--- src/sv/slcd_pkg.sv ---
// types and constants shared by the serial display command decoder
// no dependencies

package slcd_pkg;

   localparam int BYTE_W = 8;
   localparam int OP_W = 2;
   localparam int ROW_W = 3;
   localparam int LINE_W = 8;
   localparam int ROWS_W = 4;
   localparam int CSR_INDEX_W = 1;
   localparam int CSR_DATA_W = 8;

   localparam logic [OP_W-1:0] OP_CLEAR = 2'd0;
   localparam logic [OP_W-1:0] OP_CURSOR = 2'd1;
   localparam logic [OP_W-1:0] OP_WRITE = 2'd2;

   localparam logic [BYTE_W-1:0] CMD_CLS = 8'h00;
   localparam logic [BYTE_W-1:0] CMD_RAW = 8'h01;
   localparam logic [BYTE_W-1:0] CMD_PAGE = 8'h02;

   localparam logic [CSR_INDEX_W-1:0] CSR_CHARS_PER_LINE = 1'd0;
   localparam logic [CSR_INDEX_W-1:0] CSR_ROWS_ON_DISPLAY = 1'd1;

   localparam logic [LINE_W-1:0] CHARS_PER_LINE_RESET = 8'd20;
   localparam logic [ROWS_W-1:0] ROWS_ON_DISPLAY_RESET = 4'd4;
   localparam logic [ROW_W-1:0] LAST_ROW = 3'd7;

   localparam logic [1:0] KIND_CLEAR = 2'd0;
   localparam logic [1:0] KIND_CURSOR = 2'd1;
   localparam logic [1:0] KIND_WRITE = 2'd2;
   localparam logic [1:0] KIND_CURSOR_WRITE = 2'd3;

   typedef struct packed {
      logic [1:0] kind;
      logic [ROW_W-1:0] row;
      logic [BYTE_W-1:0] char_code;
   } entry_type;

   typedef struct packed {
      logic [OP_W-1:0] op;
      logic [ROW_W-1:0] row;
      logic [BYTE_W-1:0] char_code;
      logic last;
   } result_type;

endpackage

--- src/sv/slcd_req_if.sv ---
// request channel: one received serial word
// depends on slcd_pkg

interface slcd_req_if;
   logic valid;
   logic ready;
   logic [slcd_pkg::BYTE_W-1:0] rx_byte;

   modport source (output valid, output rx_byte, input ready);
   modport sink (input valid, input rx_byte, output ready);
endinterface

--- src/sv/slcd_rsp_if.sv ---
// response channel: one display operation word
// depends on slcd_pkg

interface slcd_rsp_if;
   logic valid;
   logic ready;
   logic [slcd_pkg::OP_W-1:0] op;
   logic [slcd_pkg::ROW_W-1:0] row;
   logic [slcd_pkg::BYTE_W-1:0] char_code;
   logic last;

   modport source (output valid, output op, output row, output char_code, output last,
                   input ready);
   modport sink (input valid, input op, input row, input char_code, input last,
                 output ready);
endinterface

--- src/sv/slcd_front.sv ---
// front end: accepts serial words, tracks command mode and page position,
// and pushes display work entries; holds the configuration registers; uses slcd_pkg

module slcd_front (
   input  logic clock,
   input  logic reset,
   input  logic in_valid,
   output logic in_ready,
   input  logic [slcd_pkg::BYTE_W-1:0] in_byte,
   input  logic csr_we,
   input  logic [slcd_pkg::CSR_INDEX_W-1:0] csr_index,
   input  logic [slcd_pkg::CSR_DATA_W-1:0] csr_wdata,
   output logic push,
   output slcd_pkg::entry_type push_entry,
   input  logic queue_full
);
   import slcd_pkg::*;

   localparam logic [2:0] M_IDLE = 3'd0;
   localparam logic [2:0] M_RAW_LEN = 3'd1;
   localparam logic [2:0] M_RAW_CHARS = 3'd2;
   localparam logic [2:0] M_PAGE_LEN = 3'd3;
   localparam logic [2:0] M_PAGE_CHARS = 3'd4;

   logic [2:0] mode_ff, mode_in;
   logic [BYTE_W-1:0] left_ff, left_in;
   logic [LINE_W-1:0] col_ff, col_in;
   logic [ROW_W-1:0] row_ff, row_in;
   logic started_ff, started_in;
   logic [LINE_W-1:0] cpl_ff;
   logic [ROWS_W-1:0] rows_ff;
   logic take;
   logic [BYTE_W-1:0] left_dec;
   logic [LINE_W:0] col_next;
   logic [ROWS_W-1:0] row_next;

   assign in_ready = !queue_full;
   assign take = in_valid && in_ready;
   assign left_dec = left_ff - 1'b1;
   assign col_next = {1'b0, col_ff} + 1'b1;
   assign row_next = {1'b0, row_ff} + 1'b1;

   always_comb begin
      mode_in = mode_ff;
      left_in = left_ff;
      col_in = col_ff;
      row_in = row_ff;
      started_in = started_ff;
      push = 1'b0;
      push_entry = '0;
      if (take) begin
         case (mode_ff)
            M_IDLE: begin
               if (in_byte == CMD_CLS) begin
                  push = 1'b1;
                  push_entry.kind = KIND_CLEAR;
               end else if (in_byte == CMD_RAW) begin
                  mode_in = M_RAW_LEN;
               end else if (in_byte == CMD_PAGE) begin
                  push = 1'b1;
                  push_entry.kind = KIND_CURSOR;
                  mode_in = M_PAGE_LEN;
               end
            end
            M_RAW_LEN: begin
               left_in = in_byte;
               mode_in = (in_byte == '0) ? M_IDLE : M_RAW_CHARS;
            end
            M_RAW_CHARS: begin
               push = 1'b1;
               push_entry.kind = KIND_WRITE;
               push_entry.char_code = in_byte;
               left_in = left_dec;
               if (left_dec == '0) begin
                  mode_in = M_IDLE;
               end
            end
            M_PAGE_LEN: begin
               left_in = in_byte;
               col_in = '0;
               row_in = '0;
               started_in = 1'b0;
               mode_in = (in_byte == '0) ? M_IDLE : M_PAGE_CHARS;
            end
            M_PAGE_CHARS: begin
               push = 1'b1;
               push_entry.char_code = in_byte;
               if (col_ff == '0) begin
                  push_entry.kind = KIND_CURSOR_WRITE;
                  started_in = 1'b1;
                  if (!started_ff || row_next >= rows_ff || row_ff == LAST_ROW) begin
                     row_in = '0;
                  end else begin
                     row_in = row_next[ROW_W-1:0];
                  end
                  push_entry.row = row_in;
               end else begin
                  push_entry.kind = KIND_WRITE;
               end
               if (cpl_ff != '0 && col_next >= {1'b0, cpl_ff}) begin
                  col_in = '0;
               end else begin
                  col_in = col_next[LINE_W-1:0];
               end
               left_in = left_dec;
               if (left_dec == '0) begin
                  mode_in = M_IDLE;
               end
            end
            default: begin
               mode_in = M_IDLE;
            end
         endcase
      end
   end

   always_ff @(posedge clock) begin
      if (reset) begin
         mode_ff <= M_IDLE;
         left_ff <= '0;
         col_ff <= '0;
         row_ff <= '0;
         started_ff <= 1'b0;
      end else begin
         mode_ff <= mode_in;
         left_ff <= left_in;
         col_ff <= col_in;
         row_ff <= row_in;
         started_ff <= started_in;
      end
   end

   always_ff @(posedge clock) begin
      if (reset) begin
         cpl_ff <= CHARS_PER_LINE_RESET;
         rows_ff <= ROWS_ON_DISPLAY_RESET;
      end else if (csr_we) begin
         case (csr_index)
            CSR_CHARS_PER_LINE: cpl_ff <= csr_wdata[LINE_W-1:0];
            CSR_ROWS_ON_DISPLAY: rows_ff <= csr_wdata[ROWS_W-1:0];
            default: ;
         endcase
      end
   end
endmodule

--- src/sv/slcd_queue.sv ---
// short first-in first-out queue of work entries between front and back
// uses slcd_pkg

module slcd_queue #(
   parameter int DEPTH = 4
) (
   input  logic clock,
   input  logic reset,
   input  logic push,
   input  slcd_pkg::entry_type push_entry,
   output logic full,
   input  logic pop,
   output logic not_empty,
   output slcd_pkg::entry_type head
);
   import slcd_pkg::*;

   localparam int AW = (DEPTH > 1) ? $clog2(DEPTH) : 1;
   localparam int CW = $clog2(DEPTH + 1);
   localparam logic [AW-1:0] LAST_SLOT = AW'(DEPTH - 1);

   entry_type slot_ff [DEPTH];
   logic [AW-1:0] wr_ff, rd_ff;
   logic [CW-1:0] count_ff;
   logic do_push, do_pop;

   assign full = (count_ff == CW'(DEPTH));
   assign not_empty = (count_ff != '0);
   assign head = slot_ff[rd_ff];
   assign do_push = push && !full;
   assign do_pop = pop && not_empty;

   always_ff @(posedge clock) begin
      if (do_push) begin
         slot_ff[wr_ff] <= push_entry;
      end
   end

   always_ff @(posedge clock) begin
      if (reset) begin
         wr_ff <= '0;
         rd_ff <= '0;
         count_ff <= '0;
      end else begin
         if (do_push) begin
            wr_ff <= (wr_ff == LAST_SLOT) ? '0 : wr_ff + 1'b1;
         end
         if (do_pop) begin
            rd_ff <= (rd_ff == LAST_SLOT) ? '0 : rd_ff + 1'b1;
         end
         if (do_push && !do_pop) begin
            count_ff <= count_ff + 1'b1;
         end else if (do_pop && !do_push) begin
            count_ff <= count_ff - 1'b1;
         end
      end
   end
endmodule

--- src/sv/slcd_back.sv ---
// back end: takes work entries and drives the registered response word,
// splitting a cursor-then-write entry into two words; uses slcd_pkg

module slcd_back (
   input  logic clock,
   input  logic reset,
   input  logic entry_valid,
   input  slcd_pkg::entry_type entry,
   output logic pop,
   output logic out_valid,
   input  logic out_ready,
   output slcd_pkg::result_type out_word
);
   import slcd_pkg::*;

   logic valid_ff;
   result_type word_ff, word_in;
   logic pend_ff;
   logic [BYTE_W-1:0] pend_char_ff;
   logic load;

   assign load = !valid_ff || out_ready;
   assign pop = load && !pend_ff && entry_valid;
   assign out_valid = valid_ff;
   assign out_word = word_ff;

   always_comb begin
      word_in = '0;
      word_in.last = 1'b1;
      if (pend_ff) begin
         word_in.op = OP_WRITE;
         word_in.char_code = pend_char_ff;
      end else begin
         case (entry.kind)
            KIND_CLEAR: word_in.op = OP_CLEAR;
            KIND_CURSOR: begin
               word_in.op = OP_CURSOR;
               word_in.row = entry.row;
            end
            KIND_WRITE: begin
               word_in.op = OP_WRITE;
               word_in.char_code = entry.char_code;
            end
            KIND_CURSOR_WRITE: begin
               word_in.op = OP_CURSOR;
               word_in.row = entry.row;
               word_in.last = 1'b0;
            end
            default: word_in.op = OP_CLEAR;
         endcase
      end
   end

   always_ff @(posedge clock) begin
      if (reset) begin
         valid_ff <= 1'b0;
         pend_ff <= 1'b0;
      end else if (load) begin
         valid_ff <= pend_ff || entry_valid;
         if (pend_ff) begin
            pend_ff <= 1'b0;
         end else if (entry_valid && entry.kind == KIND_CURSOR_WRITE) begin
            pend_ff <= 1'b1;
         end
      end
   end

   always_ff @(posedge clock) begin
      if (load) begin
         word_ff <= word_in;
         if (!pend_ff) begin
            pend_char_ff <= entry.char_code;
         end
      end
   end
endmodule

--- src/sv/serial_lcd_command_decoder.sv ---
// serial display command decoder: a word is taken each cycle while the queue has room;
// any work entry it makes passes through the queue, then the response register, which
// gives one word a cycle while not stalled; a cursor-then-write entry gives two words
// synchronous active-high reset clears mode, page position, queue and response valid,
// and sets the line width to 20 and the row count to 4
// depends on slcd_pkg, slcd_req_if, slcd_rsp_if, slcd_front, slcd_queue, slcd_back

module serial_lcd_command_decoder #(
   parameter int QUEUE_DEPTH = 4
) (
   input  logic clock,
   input  logic reset,
   slcd_req_if.sink req_chan,
   slcd_rsp_if.source rsp_chan,
   input  logic csr_we,
   input  logic [slcd_pkg::CSR_INDEX_W-1:0] csr_index,
   input  logic [slcd_pkg::CSR_DATA_W-1:0] csr_wdata
);
   import slcd_pkg::*;

   logic push, full, pop, not_empty;
   entry_type push_entry, head;
   result_type word;

   slcd_front u_front (
      .clock(clock), .reset(reset),
      .in_valid(req_chan.valid), .in_ready(req_chan.ready), .in_byte(req_chan.rx_byte),
      .csr_we(csr_we), .csr_index(csr_index), .csr_wdata(csr_wdata),
      .push(push), .push_entry(push_entry), .queue_full(full)
   );

   slcd_queue #(.DEPTH(QUEUE_DEPTH)) u_queue (
      .clock(clock), .reset(reset),
      .push(push), .push_entry(push_entry), .full(full),
      .pop(pop), .not_empty(not_empty), .head(head)
   );

   slcd_back u_back (
      .clock(clock), .reset(reset),
      .entry_valid(not_empty), .entry(head), .pop(pop),
      .out_valid(rsp_chan.valid), .out_ready(rsp_chan.ready), .out_word(word)
   );

   assign rsp_chan.op = word.op;
   assign rsp_chan.row = word.row;
   assign rsp_chan.char_code = word.char_code;
   assign rsp_chan.last = word.last;
endmodule

--- src/flat_wrapper.sv ---
// flat-port wrapper written by rule: the top's interface ports become plain ports
module serial_lcd_command_decoder_flat import slcd_pkg::*;
#(
   parameter int QUEUE_DEPTH = 4
)
  (clock, reset, csr_we, csr_index, csr_wdata, req_chan_valid, req_chan_rx_byte, req_chan_ready, rsp_chan_valid, rsp_chan_op, rsp_chan_row, rsp_chan_char_code, rsp_chan_last, rsp_chan_ready);
  slcd_req_if req_chan_i ();
  slcd_rsp_if rsp_chan_i ();
  input  logic clock;
  input  logic reset;
  input  logic csr_we;
  input  logic [slcd_pkg::CSR_INDEX_W-1:0] csr_index;
  input  logic [slcd_pkg::CSR_DATA_W-1:0] csr_wdata;
  input wire logic [$bits(req_chan_i.valid)-1:0] req_chan_valid;
  input wire logic [$bits(req_chan_i.rx_byte)-1:0] req_chan_rx_byte;
  output wire logic [$bits(req_chan_i.ready)-1:0] req_chan_ready;
  output wire logic [$bits(rsp_chan_i.valid)-1:0] rsp_chan_valid;
  output wire logic [$bits(rsp_chan_i.op)-1:0] rsp_chan_op;
  output wire logic [$bits(rsp_chan_i.row)-1:0] rsp_chan_row;
  output wire logic [$bits(rsp_chan_i.char_code)-1:0] rsp_chan_char_code;
  output wire logic [$bits(rsp_chan_i.last)-1:0] rsp_chan_last;
  input wire logic [$bits(rsp_chan_i.ready)-1:0] rsp_chan_ready;
  assign req_chan_i.valid = req_chan_valid;
  assign req_chan_i.rx_byte = req_chan_rx_byte;
  assign req_chan_ready = req_chan_i.ready;
  assign rsp_chan_valid = rsp_chan_i.valid;
  assign rsp_chan_op = rsp_chan_i.op;
  assign rsp_chan_row = rsp_chan_i.row;
  assign rsp_chan_char_code = rsp_chan_i.char_code;
  assign rsp_chan_last = rsp_chan_i.last;
  assign rsp_chan_i.ready = rsp_chan_ready;
  serial_lcd_command_decoder #(.QUEUE_DEPTH(QUEUE_DEPTH)) u_core (.clock(clock), .reset(reset), .req_chan(req_chan_i), .rsp_chan(rsp_chan_i), .csr_we(csr_we), .csr_index(csr_index), .csr_wdata(csr_wdata));
endmodule
--- config.mk ---
export PLATFORM = sky130hd
export DESIGN_NAME = serial_lcd_command_decoder_flat
export DESIGN_NICKNAME = d
export VERILOG_FILES = /design/src/sv/slcd_pkg.sv /design/src/sv/slcd_req_if.sv /design/src/sv/slcd_rsp_if.sv /design/src/sv/slcd_front.sv /design/src/sv/slcd_queue.sv /design/src/sv/slcd_back.sv /design/src/sv/serial_lcd_command_decoder.sv /design/src/flat_wrapper.sv
export SDC_FILE = /design/constraint.sdc
export NUM_CORES = 1
export LEC_CHECK = 0
export BUFFER_PORTS_ARGS = -buffer_cell sky130_fd_sc_hd__buf_2
export CAP_MARGIN = 20
export CORE_MARGIN = 1.5
export CORE_UTILIZATION = 50
export CTS_CLUSTER_DIAMETER = 60
export DETAILED_ROUTE_END_ITERATION = 12
export PLACE_DENSITY = 0.68
export SYNTH_ARGS = -nofsm -noshare
export SYNTH_HDL_FRONTEND = slang
export SYNTH_SLANG_ARGS = --single-unit
--- constraint.sdc ---
create_clock -name clock -period 6.55 [get_ports clock]
set_clock_uncertainty 0.2 [all_clocks]
set_input_delay 0.9825 -clock clock [delete_from_list [all_inputs] [get_ports clock]]
set_output_delay 0.9825 -clock clock [all_outputs]
set_load 0.02 [all_outputs]
# Yosys cells after proc, flatten, opt, wreduce, memory -nomap -nowiden

Memory sizes are Yosys's and may differ from the RTL's. A register that Yosys moved wholly into a read port is not among the register bits.
Cells that the tools add are included.

Input bits: 22
Memories kept: 1
RAM bits: 52
Output and inout bits: 16
Word-level logic and storage cells: 130
Register bits after elaboration: 66

Multiplexer cells: 43
Eq/ne operators: 17
Add/sub/neg operators: 7
Bitwise logic cells: 3
Reductions and logical operators: 40
$lt $le $gt $ge: 2

Memory list:

| memory                 | depth | width | rd ports | clocked after Yosys merged registers in | wr ports | line             | source |
|---|---|---|---|---|---|---|---|
| u_core.u_queue.slot_ff | 4     | 13    | 1        | 1                                       | 1        | slcd_queue.sv:22 | `entry_type slot_ff [DEPTH];` |

Operators by type and width:

| operator              | number |
|---|---|
| $mux W3               | 11 |
| $mux W8               | 4 |
| $pmux W8 S2           | 2 |
| $logic_not A8 Y1      | 3 |
| $mux W1               | 14 |
| $mux W13              | 1 |
| $pmux W2 S3           | 2 |
| $pmux W3 S4           | 1 |
| $mux W2               | 5 |
| $reduce_and A2 Y1     | 5 |
| $add A8 B1 Y9 const B | 1 |
| $eq A3 B3 Y1 const B  | 3 |
| $ge A9 B8 Y1          | 1 |
| $logic_and A1 B1 Y1   | 9 |
| $eq A2 B2 Y1 const B  | 4 |
| $eq A8 B1 Y1 const B  | 1 |
| $eq A8 B2 Y1 const B  | 1 |
| $reduce_bool A8 Y1    | 1 |
| $reduce_or A2 Y1      | 4 |
| $sub A8 B1 Y8 const B | 1 |
| $eq A3 B2 Y1 const B  | 2 |
| $logic_not A1 Y1      | 6 |
| $pmux W3 S2           | 1 |
| $reduce_bool A2 Y1    | 3 |
| 18 further kinds      | 26 |

# Logic depth before layout (Yosys ltp)

Depth after elaboration: 11
Gate-level depth with buffers: 11
Gate-level depth less buffers: 10

# Modules after synthesis

Synthesis repeated with hierarchy kept, for this count alone.

Cells, all modules: 470
Area total of the unflattened synthesis: 5,714.2 µm²

Modules (own cells, without submodules):

| module     | times used | cells each | area each (µm²) | sequential area each (µm²) |
|---|---|---|---|---|
| slcd_front | 1          | 287        | 2,392.3         | 700.7 |
| slcd_queue | 1          | 117        | 2,363.5         | 1,741.7 |
| slcd_back  | 1          | 66         | 958.4           | 700.7 |

# Worst setup path before layout

OpenSTA, ideal clock, no wires.

Path type: input port to flip-flop
Start: input req_chan_rx_byte[0]
End: register u_core.u_queue.count_ff[2]
Library setup time: 0.071 ns
Arrival: 2.879 ns
Required time: 6.279 ns
Cell stages on the path: 10
Path buffers: 1
Slack: 3.400 ns
Cell sequence: buf_2 -> nor4_1 -> nand4_1 -> a21oi_2 -> ha_1 -> inv_1 -> fa_1 -> xor2_1 -> or3_1 -> a21oi_1

Cells in the longest elaborated chain, start to end: 10
Elaborated cells on any way between the ends: 14
Classes of those cells: eq/ne (2); mux (6); reduce/logical (6)

RTL lines:

| what                                | line               | source |
|---|---|---|
| start, declared                     | flat_wrapper.sv:15 | `input wire logic [$bits(req_chan_i.rx_byte)-1:0] req_chan_rx_byte;` |
| $eq A8 B2 Y1                        | slcd_front.sv:59   | `end else if (in_byte == CMD_PAGE) begin` |
| $mux W1                             | slcd_front.sv:59   |  |
| $mux W1                             | slcd_front.sv:57   | `end else if (in_byte == CMD_RAW) begin` |
| $mux W1 (*)                         | slcd_front.sv:54   | `if (in_byte == CMD_CLS) begin` |
| $pmux W1 S2 (*)                     | slcd_front.sv:52   | `case (mode_ff)` |
| $mux W1 (*)                         | slcd_front.sv:51   | `if (take) begin` |
| $logic_and A1 B1 Y1 (*)             | slcd_queue.sv:30   | `assign do_push = push && !full;` |
| via u_core.u_queue.do_push          | slcd_queue.sv:25   | `logic do_push, do_pop;` |
| $logic_not A1 Y1                    | slcd_queue.sv:53   | `end else if (do_pop && !do_push) begin` |
| $logic_and A1 B1 Y1                 | slcd_queue.sv:53   |  |
| $reduce_bool A2 Y1 (no source line) | -                  |  |
| end signal, assigned                | slcd_queue.sv:52   | `count_ff <= count_ff + 1'b1;` |
| end signal, assigned                | slcd_queue.sv:54   | `count_ff <= count_ff - 1'b1;` |
| end, declared                       | slcd_queue.sv:24   | `logic [CW-1:0] count_ff;` |

The timed path passes the listed nets; every way through them passes the cells marked *.
A chain may end at the register's enable or synchronous reset.

# Worst setup path after layout

Start: register u_core.u_front.col_ff[0]
End: register u_core.u_front.col_ff[2]

Cells in the longest elaborated chain, start to end: 5

RTL lines:

| what                   | line              | source |
|---|---|---|
| start, declared        | slcd_front.sv:27  | `logic [LINE_W-1:0] col_ff, col_in;` |
| start signal, assigned | slcd_front.sv:127 | `col_ff <= col_in;` |
| $add A8 B1 Y9 (*)      | slcd_front.sv:40  | `assign col_next = {1'b0, col_ff} + 1'b1;` |
| $ge A9 B8 Y1           | slcd_front.sv:100 | `if (cpl_ff != '0 && col_next >= {1'b0, cpl_ff}) begin` |
| $logic_and A1 B1 Y1    | slcd_front.sv:100 |  |
| $mux W8 (*)            | slcd_front.sv:100 |  |
| $pmux W8 S2 (*)        | slcd_front.sv:52  |  |

Mark *: on every way between the ends. The rest lies on a longest branch, timed or not.

==> flow_results.org <==
** Status
- Run status :: finished clean

** Critical path
- The worst setup path is launched from a flop.
- In this run the critical register-to-register path is captured at u_core.u_front.col_ff[2].
- The most critical setup path has its startpoint at u_core.u_front.col_ff[0].
- The worst register-to-register path has a setup slack of 3280 ps.
- Required @ worst endpoint :: 6780 ps
- R2R Path Start :: u_core.u_front.col_ff[0]
- By startpoint and endpoint, the worst setup path is classified as flop to flop.
- CP Capture Type :: flop
- Critical path peak fanout :: 6
- End of the critical path :: u_core.u_front.col_ff[2]
- The number of cells on the worst reg-to-reg path is 10.
- Data arrives at the worst endpoint at 3500 ps.

** Clock tree
- Cts hold-fix bufs :: 0
- After clock tree synthesis, the setup repair step added 0 buffers.
- The number of clock buffers added by TritonCTS is 17.
- Counting every sink on the clock net gives 120.
- Clock buffer depth :: 2
- Clock latency of the later-clocked register in the worst-skew pair :: 520 ps
- CTS tree :: built
- Post-CTS repair changed the size of 0 cells.
- CTS placed an instance of sky130_fd_sc_hd__clkbuf_8 at the clock tree root.
- CTS H-tree lvls :: 4
- Clock Pin Slew Worst Setup and Hold Paths :: 60 ps

** Yosys
- Share of synthesized area occupied by flip-flops and latches :: 56.49%
- The synthesized netlist devotes 2.046% of its cell area to XOR and XNOR gates.
- Main synth FF type :: sky130_fd_sc_hd__edfxtp_1
- Of the total synthesized cell area, the portion taken by full adders, half adders and majority gates is 5.757%.
- Post-synth EDFFs :: 74
- The average instance in the mapped netlist occupies 11.62 µm².
- Synthesis produced 479 cells.
- Of the total synthesized cell area, the portion taken by AND, OR, NAND and NOR gates is 15.27%.
- Proportion of register bits with asynchronous set or reset after synthesis :: 0%
- Post-synth design cell area :: 5564 µm²
- The netlist uses 62 different library cells.
- Mux share of post-synthesis cell area :: 6.364%
- The number of nets handed over by synthesis was 526.
- After synthesis, the largest family of logic cells by area is simple AND/OR/NAND/NOR gates.
- Share of the synthesized area in compound gates (AO/OA/AOI/OAI) :: 10.12%
- Yosys synthesis warning count :: 0
- Counting flops and latches in the post-synthesis netlist gives 120.

** Place
- In this run, placement finished with an instance count of 633.
- Once placement finished, the instance area stood at 5802 µm².
- Post-DP HPWL :: 7042 µm
- Weighted congestion reported at the end of routability-driven placement :: 0.8145
- In this run the tool buffered the top-level ports with 37 buffer cells.
- Minimum setup slack after placement :: 3187 ps

** Drt
- In the routed design, unresolved DRC markers number 0.
- DR top layer :: met4
- Wire segments on met2 add up to 5233 µm in the final route.
- Vias after detailed routing :: 3664
- The count of nets left with antenna violations once routing finished came out at 0.
- Detailed Route WL :: 10360 µm
- Ratio of routed vias to standard cells :: 5.510
- Sum of routed wire segments on met1 :: 4492 µm
- For this run, the detailed router's first-pass iteration total came to 5.
- Final routed wire length divided by cell count :: 15.58 µm
- Detailed routing placed a total of 479 µm of wire on met3.
- Iter 0 DRT Violations :: 166

** Timing
- In this run the tightest slew margin relative to its limit is 42.24%.
- Setup repair after global routing missed its margin :: no
- After routing, the total negative slack on setup checks comes to 0 ps.
- Setup violations remaining at the end of the flow were counted as 0.
- In the finished design, the share of the clock period the worst path needs comes to 49.93%.
- Hold is met by 260.4 ps.
- Final worst path period need :: 3270 ps
- Number of hold-slack violations in the final timing report :: 0
- Setup slack after layout :: 3280 ps
- For the pin with the worst max-slew slack, the measured transition is 865.2 ps.
- Slew Viols, Final :: 0
- Static timing analysis puts the maximum clock frequency at 305.8 MHz.

** Floorplanning
- Die height :: 108.5 µm
- Number of placed I/O pins :: 38
- The die covers 11770 µm².
- Starting utilization of the core area :: 51.33%
- From left edge to right edge, the die measures 108.5 µm.
- Placeable core region :: 10840 µm²
- In this run the core area contains 38 standard-cell rows.

** Layout
- The count of cells in the finished layout, fillers not included, comes to 665.
- Fill cell total of the finished layout :: 897
- Area growth from synthesis to final layout :: 14.93%
- Layout cells sized above 1 :: 17.33%
- The number of antenna diodes in the final layout is 0.
- Cells fill 58.99% of the core in the end.
- The net count of the finished layout is 559.
- After routing the design area is 6395 µm².

** Power
- Total power for the finished layout comes to 2.211 mW.
- Summed over all cells, the static leakage comes to 2.416 nW.
- Dividing total power by cell area gives a power density of 345.7 nW/µm².
- Peak supply drop :: 0.0002088 V

** Hold path
- The min-delay analysis places its worst path in the category flop to flop.

** Global routing
- The number of global-route vias before repair is 3532.
- The initial antenna violation count is 0.
- Pin count of the biggest net entering global routing :: 38
- Global routing finished with a remaining overflow of 0.
- The first global-routing pass estimated 17020 µm of wire.
- Global routing consumed, over all layers together, 19.16% of the routing resources.

** Run
- Max-cap violations :: 0
[kinds of logic (layout without fill, tap and decap cells)]
group                    count (synthesis)  in the layout
multiplexers                            19             19
adder cells (fa/ha/maj)                 25             25
XOR/XNOR                                13             13
buffers and inverters                   49             95
AO/OA/AOI/OAI                           84             84
flip-flops                             120            120
AND/OR/NAND/NOR                        169            169
[cells in the mapped netlist (2+ instances only)]
library cell	instances	area [µm²]
sky130_fd_sc_hd__nand4_1	4	25.02
sky130_fd_sc_hd__a32o_1	4	40.04
sky130_fd_sc_hd__nor2_1	31	116.4
sky130_fd_sc_hd__nor3b_1	3	22.52
sky130_fd_sc_hd__o31ai_1	4	30.03
sky130_fd_sc_hd__nand3_1	15	75.07
sky130_fd_sc_hd__o21ai_1	8	40.04
sky130_fd_sc_hd__xnor2_1	4	35.03
sky130_fd_sc_hd__a21oi_1	29	145.1
sky130_fd_sc_hd__xor2_1	9	78.83
sky130_fd_sc_hd__mux4_2	13	292.8
sky130_fd_sc_hd__nor3_1	9	45.04
sky130_fd_sc_hd__a21o_1	5	37.54
sky130_fd_sc_hd__and2_1	8	50.05
sky130_fd_sc_hd__edfxtp_1	74	2222
sky130_fd_sc_hd__buf_2	6	30.03
sky130_fd_sc_hd__o21ai_0	11	55.05
sky130_fd_sc_hd__a221o_1	2	20.02
sky130_fd_sc_hd__inv_1	26	97.59
sky130_fd_sc_hd__nor2b_1	6	37.54
sky130_fd_sc_hd__mux2i_1	5	50.05
sky130_fd_sc_hd__ha_1	24	300.3
sky130_fd_sc_hd__nand2_1	58	217.7
sky130_fd_sc_hd__dfxtp_1	46	920.9
sky130_fd_sc_hd__nand2b_1	4	25.02
sky130_fd_sc_hd__buf_6	2	22.52
sky130_fd_sc_hd__o211ai_1	3	22.52
sky130_fd_sc_hd__a31oi_1	2	12.51
sky130_fd_sc_hd__o21a_1	2	15.01
sky130_fd_sc_hd__a221oi_1	4	35.03
sky130_fd_sc_hd__clkbuf_1	13	48.80
sky130_fd_sc_hd__nor4_1	6	37.54
sky130_fd_sc_hd__and3_1	9	56.30
sky130_fd_sc_hd__nor4b_1	2	17.52
[cell type report]
class	instances	area, µm²	area share [%]
repair buffers	37	185.2	2.896
well taps	140	175.2	2.739
flip-flops and latches	120	3143	49.15
inverters	26	97.59	1.526
clock buffers	28	570.5	8.922
clock inverters	4	22.52	0.3522
multi-input cells	310	2201	34.42
[power breakdown]
| group | internal (mW) | switching [mW] |
|---|---|---|
| clock network | 0.584 | 0.311 |
| logic | 0.141 | 0.202 |
| registers | 0.907 | 0.0654 |
| total | 1.63 | 0.578 |
[state kept, by name, summed over array words and instances (netlist names), named ones only]
| name | flops |
|---|---|
| u_core.u_queue.slot_ff | 52 |
| u_core.u_back.out_word | 14 |
| u_core.u_back.pend_char_ff | 8 |
| u_core.u_front.col_ff | 8 |
| u_core.u_front.cpl_ff | 8 |
| u_core.u_front.left_ff | 8 |
| u_core.u_front.rows_ff | 4 |
| u_core.u_front.mode_ff | 3 |
| u_core.u_front.row_ff | 3 |
| u_core.u_queue.count_ff | 3 |
| u_core.u_queue.rd_ff | 2 |
| u_core.u_queue.wr_ff | 2 |
| u_core.u_back.out_valid | 1 |
| u_core.u_back.pend_ff | 1 |
| u_core.u_front.started_ff | 1 |
[layout by cell type, fill, tap and decap left out, types with 15 or more instances in the layout]
cell type,synthesis,final
sky130_fd_sc_hd__nor2_1,31,31
sky130_fd_sc_hd__edfxtp_1,74,74
sky130_fd_sc_hd__nand2_1,58,58
sky130_fd_sc_hd__ha_1,24,24
sky130_fd_sc_hd__clkbuf_16,0,20
sky130_fd_sc_hd__inv_1,26,26
sky130_fd_sc_hd__dfxtp_1,46,46
sky130_fd_sc_hd__a21oi_1,29,29
sky130_fd_sc_hd__nand3_1,15,15
sky130_fd_sc_hd__buf_2,6,37
[routing by layer]
layer  GRT usage (%)  vias up
met5               0        -
met4           6.767        0
met1           22.86     1749
met3           5.907       14
li1                -     1812
met2           32.66       89
[critical path, stage by stage (launching register included)]
cell                        delay [ps]
sky130_fd_sc_hd__dfxtp_1           420
sky130_fd_sc_hd__ha_1              260
sky130_fd_sc_hd__nand3_1           210
sky130_fd_sc_hd__nor2_1            180
sky130_fd_sc_hd__xor2_1            220
sky130_fd_sc_hd__ha_1              280
sky130_fd_sc_hd__and3_4            170
sky130_fd_sc_hd__a221o_1           350
sky130_fd_sc_hd__a2111oi_4         460
sky130_fd_sc_hd__a221oi_1          160
sky130_fd_sc_hd__nor4_1            270
[how the worst min path moves through the flow]
stage,startpoint,slack [ps],end,cells past startpoint
finish,u_core.u_front.rows_ff[3],260,u_core.u_front.rows_ff[3],2
global route,u_core.u_front.rows_ff[2],290,u_core.u_front.rows_ff[2],2
CTS,u_core.u_front.rows_ff[1],260,u_core.u_front.rows_ff[1],2
detailed placement,u_core.u_front.rows_ff[1],250,u_core.u_front.rows_ff[1],2
global placement,u_core.u_front.rows_ff[1],250,u_core.u_front.rows_ff[1],2
floorplan,u_core.u_front.rows_ff[1],240,u_core.u_front.rows_ff[1],2
(Power assumes the default switching activity.)
